==> src/hw/rtl/amac_pkg.sv <==
// Shared constants, types and constant exp tables of the move-acceptance core.
// No dependencies; every RTL module in the project imports this package.
`default_nettype none

package amac_pkg;

  // Sizing
  localparam int INDEX_BITS     = 10;
  localparam int PROB_FRAC_BITS = 24;
  localparam int DATA_BITS      = 32;
  localparam int RAND_BITS      = 31;
  localparam int TFRAC_BITS     = 16;
  localparam int Y_FRAC_BITS    = 23;
  localparam int ROM_SIZE       = 1 << INDEX_BITS;
  localparam int ROM_ROWS       = ROM_SIZE / 32;
  localparam int PROB_BITS      = PROB_FRAC_BITS + 1;
  localparam int PROB_PROD_BITS = 2 * PROB_BITS;
  localparam int PROD_BITS      = 2 * DATA_BITS;
  localparam int NUM_BITS       = DATA_BITS + TFRAC_BITS;
  localparam int LOW_TEST_BITS  = 64;

  // Quotient of the ratio divider: enough fraction bits for the table index
  // and for the linear region, seven integer bits since the ratio stays <= 80
  localparam int QUOT_FRAC_BITS =
    (PROB_FRAC_BITS > Y_FRAC_BITS) ? PROB_FRAC_BITS : Y_FRAC_BITS;
  localparam int QUOT_INT_BITS  = 7;
  localparam int QUOT_BITS      = QUOT_FRAC_BITS + QUOT_INT_BITS;
  localparam int G_BITS         = Y_FRAC_BITS + QUOT_INT_BITS;
  localparam int DIV_PRE_SHIFT  = TFRAC_BITS + QUOT_FRAC_BITS - QUOT_BITS;

  // Random fraction scaling
  localparam int RX_BITS        = RAND_BITS + PROB_FRAC_BITS;
  localparam int RSUM_BITS      =
    ((PROB_FRAC_BITS > RAND_BITS) ? PROB_FRAC_BITS : RAND_BITS) + 1;
  localparam logic [RAND_BITS-1:0] RAND_FULL = {RAND_BITS{1'b1}};

  // Ratio limits
  localparam int LIMIT_HIGH    = 80;
  localparam int LIMIT_LOW_DEN = 10000;

  localparam logic [PROB_BITS-1:0] PROB_ONE = {1'b1, {PROB_FRAC_BITS{1'b0}}};

  // Configuration register indexes and reset values
  localparam int CFG_IDX_BITS = 2;
  localparam logic [CFG_IDX_BITS-1:0] CFG_TIME_FACTOR = 2'd0;
  localparam logic [CFG_IDX_BITS-1:0] CFG_TEMPERATURE = 2'd1;
  localparam logic [CFG_IDX_BITS-1:0] CFG_GREEDY_MODE = 2'd2;
  localparam logic [DATA_BITS-1:0] TIME_FACTOR_RESET = 32'h0001_0000;
  localparam logic [DATA_BITS-1:0] TEMPERATURE_RESET = 32'h0001_0000;

  typedef struct packed {
    logic [DATA_BITS-1:0] time_factor;
    logic [DATA_BITS-1:0] temperature;
    logic                 greedy_mode;
  } cfg_t;

  // Per-item sideband that rides along the pipeline
  typedef struct packed {
    logic [DATA_BITS-1:0] cost;
    logic [PROB_BITS-1:0] rfrac;
    logic                 decided;
    logic                 early_acc;
    logic                 linear;
  } side_t;

  typedef struct packed {
    logic                 accepted;
    logic [DATA_BITS-1:0] cost;
  } res_t;

  typedef logic [PROB_BITS-1:0] rom_t [ROM_SIZE];

  // Bit-serial 64 by 7 bit division, used only while building the tables
  function automatic logic [63:0] div_small(logic [63:0] num, logic [6:0] den);
    logic [63:0] quo;
    logic [7:0]  rem;
    quo = '0;
    rem = '0;
    for (int i = 63; i >= 0; i--) begin
      rem = {rem[6:0], num[i]};
      if (rem >= {1'b0, den}) begin
        rem    = rem - {1'b0, den};
        quo[i] = 1'b1;
      end
    end
    return quo;
  endfunction

  // exp(-2^e) in Q2.62 by Taylor series in Q3.60
  function automatic logic [63:0] exp_pow2(int e);
    logic [63:0] term;
    logic [63:0] pos;
    logic [63:0] neg;
    term = 64'h1000_0000_0000_0000;
    pos  = term;
    neg  = '0;
    for (int n = 1; n < 64; n++) begin
      if (term != '0) begin
        if (e >= 0) begin
          term = div_small(term << e, 7'(n));
        end else begin
          term = div_small(term >> (-e), 7'(n));
        end
        if (n % 2 == 1) begin
          neg = neg + term;
        end else begin
          pos = pos + term;
        end
      end
    end
    return (pos - neg) << 2;
  endfunction

  // Q2.62 product, round half up
  function automatic logic [63:0] mul_w(logic [63:0] a, logic [63:0] b);
    logic [127:0] p;
    p = {64'd0, a} * {64'd0, b};
    return 64'(p >> 62) + 64'(p[61]);
  endfunction

  // Table k holds exp(-i * 2^(k*INDEX_BITS - 23)) in Q1.PROB_FRAC_BITS
  function automatic rom_t build_rom(int k);
    rom_t        tbl;
    logic [63:0] f;
    logic [63:0] w;
    int          sh;
    sh = 62 - PROB_FRAC_BITS;
    f  = exp_pow2(k * INDEX_BITS - Y_FRAC_BITS);
    w  = 64'h4000_0000_0000_0000;
    for (int hi = 0; hi < ROM_ROWS; hi++) begin
      for (int lo = 0; lo < 32; lo++) begin
        tbl[hi*32 + lo] = PROB_BITS'((w + (64'd1 << (sh - 1))) >> sh);
        w = mul_w(w, f);
      end
    end
    return tbl;
  endfunction

  localparam rom_t ROM_FINE   = build_rom(0);
  localparam rom_t ROM_MID    = build_rom(1);
  localparam rom_t ROM_COARSE = build_rom(2);

endpackage

`default_nettype wire

==> src/hw/rtl/amac_div.sv <==
// Pipelined restoring divider, one quotient bit per stage: (mag * 2^(16+F)) / T.
// Depends on amac_pkg.
`default_nettype none

module amac_div
  import amac_pkg::*;
(
  input  logic                 clk_i,
  input  logic                 rst_ni,
  input  logic                 adv_i,
  input  logic [DATA_BITS-1:0] temperature_i,
  input  logic                 valid_i,
  input  logic [DATA_BITS-1:0] mag_i,
  input  side_t                side_i,
  output logic                 valid_o,
  output logic [QUOT_BITS-1:0] quot_o,
  output side_t                side_o
);

  logic                 v_q    [QUOT_BITS];
  logic [DATA_BITS-1:0] rem_q  [QUOT_BITS];
  logic [QUOT_BITS-1:0] quo_q  [QUOT_BITS];
  side_t                side_q [QUOT_BITS];

  for (genvar k = 0; k < QUOT_BITS; k++) begin : g_stage
    logic                 v_in;
    logic [DATA_BITS-1:0] rem_in;
    logic [QUOT_BITS-1:0] quo_in;
    side_t                side_in;
    logic [DATA_BITS:0]   trial;
    logic                 take;

    // The dividend's low bits are all zero, so the first stage starts from
    // the top bits and every later stage shifts in a zero.
    if (k == 0) begin : g_first
      assign v_in    = valid_i;
      assign rem_in  = DATA_BITS'({mag_i, {DIV_PRE_SHIFT{1'b0}}});
      assign quo_in  = '0;
      assign side_in = side_i;
    end else begin : g_next
      assign v_in    = v_q[k-1];
      assign rem_in  = rem_q[k-1];
      assign quo_in  = quo_q[k-1];
      assign side_in = side_q[k-1];
    end

    assign trial = {rem_in, 1'b0};
    assign take  = (trial >= {1'b0, temperature_i});

    always_ff @(posedge clk_i or negedge rst_ni) begin
      if (!rst_ni) begin
        v_q[k] <= 1'b0;
      end else if (adv_i) begin
        v_q[k] <= v_in;
      end
    end

    always_ff @(posedge clk_i) begin
      if (adv_i) begin
        rem_q[k]  <= take ? DATA_BITS'(trial - {1'b0, temperature_i})
                          : trial[DATA_BITS-1:0];
        quo_q[k]  <= {quo_in[QUOT_BITS-2:0], take};
        side_q[k] <= side_in;
      end
    end
  end

  assign valid_o = v_q[QUOT_BITS-1];
  assign quot_o  = quo_q[QUOT_BITS-1];
  assign side_o  = side_q[QUOT_BITS-1];

endmodule

`default_nettype wire

==> config.mk <==
export PLATFORM = sky130hd
export DESIGN_NAME = amac_div
export DESIGN_NICKNAME = d
export VERILOG_FILES = /design/src/hw/rtl/amac_pkg.sv /design/src/hw/rtl/amac_div.sv
export SDC_FILE = /design/constraint.sdc
export NUM_CORES = 2
export LEC_CHECK = 0
export BUFFER_PORTS_ARGS = -buffer_cell sky130_fd_sc_hd__buf_2
export CORE_ASPECT_RATIO = 0.5
export CORE_MARGIN = 2
export CORE_UTILIZATION = 40
export CTS_BUF_LIST = sky130_fd_sc_hd__clkbuf_4 sky130_fd_sc_hd__clkbuf_8
export CTS_CLUSTER_SIZE = 25
export DETAILED_ROUTE_END_ITERATION = 10
export MAX_ROUTING_LAYER = met4
export PLACE_DENSITY_LB_ADDON = 0.08
export SLEW_MARGIN = 5
export SYNTH_ARGS = -nofsm -noshare
export SYNTH_HDL_FRONTEND = slang
export SYNTH_SLANG_ARGS = --single-unit
export TNS_END_PERCENT = 10
==> constraint.sdc <==
create_clock -name clk_i -period 4 [get_ports clk_i]
set_input_delay 0.8 -clock clk_i [delete_from_list [all_inputs] [get_ports clk_i]]
set_output_delay 0.8 -clock clk_i [all_outputs]
set_load 0.005 [all_outputs]
; After elaboration in Yosys (flattened, before gate mapping)
; Memories as Yosys holds them, arrays and structs flattened.
; Index checks and enable logic that the tools add are counted.
[classes]
addsub = 31
magnitude_cmp = 31
muxes = 33
[ops]
columns = op, n
row1 = $ge 33x32->1, 31
row2 = $mux 32, 31
row3 = $sub 32x32->32, 31
row4 = $mux 1, 2
[totals]
register_bits = 31
ram_bits = 3813
input_bits = 128
out_inout_bits = 92
word_cells = 129
mem_count = 3
[memory_table]
columns = name, depth, width, read_ports, rd_ports_with_merged_regs, write_ports, line_no
row1 = side_q, 31, 60, 31, 0, 31, amac_div.sv:23  ; side_t side_q [QUOT_BITS];
row2 = rem_q, 31, 32, 30, 0, 31, amac_div.sv:21  ; logic [DATA_BITS-1:0] rem_q [QUOT_BITS];
row3 = quo_q, 31, 31, 31, 0, 31, amac_div.sv:22  ; logic [QUOT_BITS-1:0] quo_q [QUOT_BITS];

; Depth between registers and ports, before layout
; An unclocked memory read counts as a cell.
[logic_depth]
word_depth = 3
mapped_depth = 16
ltp_nobuf = 13

; Worst setup path before layout
; OpenSTA, ideal clock, no wires.
[synth_timing]
path_kind = input -> register
startpoint = input port temperature_i[0]
endpoint = memory rem_q[0][30] (data pin)
setup_time_ns = 0.267
arrival_ns = 4.432
required_ns = 3.733
setup_slack_ns = -0.698
stages = 15
n_path_buf = 3
path_cell_list = buf_4 > buf_4 > inv_1 > clkbuf_1 > ha_1 > nor4b_1 > a311oi_1 > o31ai_1 > nor3_1 > o21bai_1 > a21oi_1 > nor2_1 > a41oi_1 > xor2_1 > o21ai_0
[synth_lines]
columns = element, line_no
row1 = from (decl), amac_div.sv:11  ; input logic [DATA_BITS-1:0] temperature_i,
row2 = to (decl), amac_div.sv:21

==> results.toml <==
[outcome]
status = "finished clean"

[yosys]
synth_seq_cells = 3347
synthesis.nets = 12800
yosys_warnings = 0
synth_ff_type = "edfxtp_1"
syn-cell-area_mm2 = 0.158
seq_area_frac_synth = 0.634
synth_xor_xnor_area_share = 0.0445
synthSimpleGateAreaFrac = 0.0758
synth_top_area_share = 0.630
synth_cell_types = 103
syn_inst = 11700
synth_top_family_by_area = "compound AO/OA/AOI/OAI gates"
ys_async_sr_fraction = 0.00926
synth_compound_area_frac = 0.119
synth_mux_area_frac = 0.0312
yosysTopAreaCell = "edfxtp_1"
synth_edf_count = 3316
synth_area_leaders = "edfxtp_1 (63%), ha_1 (7.8%), a21oi_1 (3.4%)"
synth.avg_cell_area_um2 = 13.5
yosys.area_share.adder = 0.0813

[die]
core-area_mm2 = 0.394
fp.dieW_um = 893
rows = 163
die_area_mm2 = 0.401
die_h_um = 449
start_util = 0.401
io_pins = 220

[pwr]
p_sw_mw = 54.1
power_density_mw_per_mm2 = 785
max-vdd-ir-drop_v = 0.000367
swShare = 0.352
p_leak_nw = 77.6
pwr-share-seq = 0.354
finalPower_mw = 154
p_clk_frac = 0.179
power_frac_comb = 0.468
p_int_mw = 99.5

[global_routing]
gr-usage-all-layers = 0.212
grt_pass1_wl_um = 634000
grt_overflow = 0
antenna_found_initial = 36
grt_max_degree = 158
first_global_vias = 103000

[job]
drv_cap = 0

[timing]
fin_hold_ws_ps = 127
worstMarginPinSlew_ps = 1100
finalCriticalPeriod_ps = 3820
fmax_mhz = 262
maxSlewViolCount = 0
fin_crit_sh = 0.954
clock_skew_ps = 90.0
finalSetupViolCount = 0
slew_headroom = 0.265
hold_viol = 0

[min_path]
hold_depth = 3
hp-start = "mag_i[21]"
min_to = "rem_q[0][31]"
min_path_type = "input port to register"

[critical_path]
startpoint_type = "register"
timing.rr.end = "rem_q[2][4]"
cp_max_fo = 25
crit_arrival_ps = 4640
ff2ff_path_depth = 13
critical_path_class = "register to register"
critical_path_required_ps = 4830
r2r_slack_ps = 180
rr_startpoint = "rem_q[1][239]"
worst_setup_path_end_kind = "register"

[final_layout]
layout-drive-gt1-share = 0.265
fillers = 34600
syn2layout_area_growth_pct = 23.8
fin_nets = 15800
multiInputGateArea_mm2 = 0.0559
fin_util = 0.497
register_area_mm2 = 0.100
instances_no_fill = 20300

[route]
routedWlPerCell_um = 20.7
drc_errors = 0
top_layer = "met4"
vias_per_cell = 5.13
dr_total_vias = 104000
first_pass_iters = 6
m1WireLength_um = 216000
postRouteAntennaNets = 0
routed-wl-met3_um = 22200
wl_met2_um = 174000
wl_um = 422000
drt_iter0_drc = 8445

[clocking]
cts_tree = "done"
clkLatencyLatePin_ps = 1130
cts.clk_slew.worst_paths_ps = 60
clockBufferDepth = 4
htreeDepth = 5
cts_buffers = 479
clock-sinks = 3347
cts_setup_buffers = 0
cts_root_buffer = "clkbuf_8"

[placement]
dpl.hpwl_um = 311000
dp.cells = 19400
numPortBuffers = 210
finalWeightedCongestion = 0.910
[routing by layer]
layer / vias up / GRT usage
met5: - / -
met4: 0 / 0.0471
met3: 609 / 0.0288
met2: 2304 / 0.297
met1: 50600 / 0.327
li1: 50900 / -
[registers in the layout, indices dropped and copies added, names as in the netlist]
| name | flops |
|---|---|
| rem_q | 960 |
| g_stage.v_in | 30 |
| side_q | 1860 |
| quo_q | 496 |
| valid_o | 1 |
[Yosys cell counts, types with 103 or more instances]
master    count
mux2_2      375
nor2b_1     146
nand4_1     144
inv_1       255
a21o_1      436
nand2_1     749
nor3_1      125
nor2_1      735
o21a_1      124
a21oi_1    1062
ha_1        982
xnor2_1     491
xor2_1      312
o21ai_0     677
nand2b_1    153
edfxtp_1   3316
clkbuf_1    174
o21bai_1    103
nand3_1     186
[per-stage QoR]
step,setup WS [ps],instance area (µm²),setup TNS (ps)
after floorplan,-370,158000,-121990
after global placement,-970,185000,-532870
after detailed placement,-937,185000,-549280
after CTS,70.2,196000,0
after global routing,-12.2,196000,-37.6
final,183,196000,0
[area by class of cell]
cell class | instances | share of cell area
antenna | 8 | 0.000102
clock buffer | 636 | 0.0399
clock inverter | 212 | 0.00817
inverter | 255 | 0.00510
multi-input combinational | 7827 | 0.286
sequential | 3347 | 0.513
tap | 5280 | 0.0337
timing repair buffer | 2765 | 0.115
[power groups by stage]
stage               clock network, mW  logic, mW  registers (mW)
finish                           27.4       71.9            54.3
floorplan                           0       43.1            51.7
CTS                              28.6       71.8            54.4
global route                     30.0       79.5            54.9
detailed placement                  0       71.2            55.0
global placement                    0       70.8            55.2
[worst max path at each step]
stage / to / cells after the start / slack, ps / startpoint
floorplan: rem_q[3][158] / 13 / -370 / temperature_i[2]
global placement: rem_q[2][221] / 17 / -970 / temperature_i[7]
CTS: rem_q[2][4] / 13 / 70 / rem_q[1][239]
detailed placement: rem_q[2][4] / 18 / -940 / temperature_i[1]
finish: rem_q[2][4] / 13 / 180 / rem_q[1][239]
global route: rem_q[1][153] / 15 / -10 / rem_q[1][103]
[placed cells by master (no fill, tap or decap), drive strengths merged, types with 186 or more instances in the layout]
cell	Yosys	final
clkbuf	174	636
xnor2	491	491
nand3	186	186
ha	982	982
a21o	436	436
nor2	736	736
o21ai	715	715
nand2	750	750
buf	85	2682
xor2	312	312
inv	255	259
edfxtp	3316	3316
mux2	415	415
a21oi	1064	1064
[critical path, stage by stage, from the launching register on]
cell and delay [ps]:
edfxtp_1 430, ha_1 330, nand3_1 190, nor2_1 290
nand3_1 130, o31ai_2 320, buf_4 170, o21ai_1 90
o21ai_1 220, a31oi_1 160, o31ai_1 390, a31o_2 260
buf_12 190, mux2_2 370
[cells by family after synthesis]
kind of cell | after synthesis
flops | 3347
fa+ha+maj | 1011
xor+xnor | 803
compound gates | 3042
buf+inv | 514
simple gates | 2542
mux | 429
[timing repair]
item | in CTS | in global routing
gates resized for setup | 0 | 9
setup endpoints to repair | 0 | 135
endpoints found under the hold margin | 113 | 0
hold buffers | 83 | 0
Note: power is estimated with default switching activity, not from simulation.
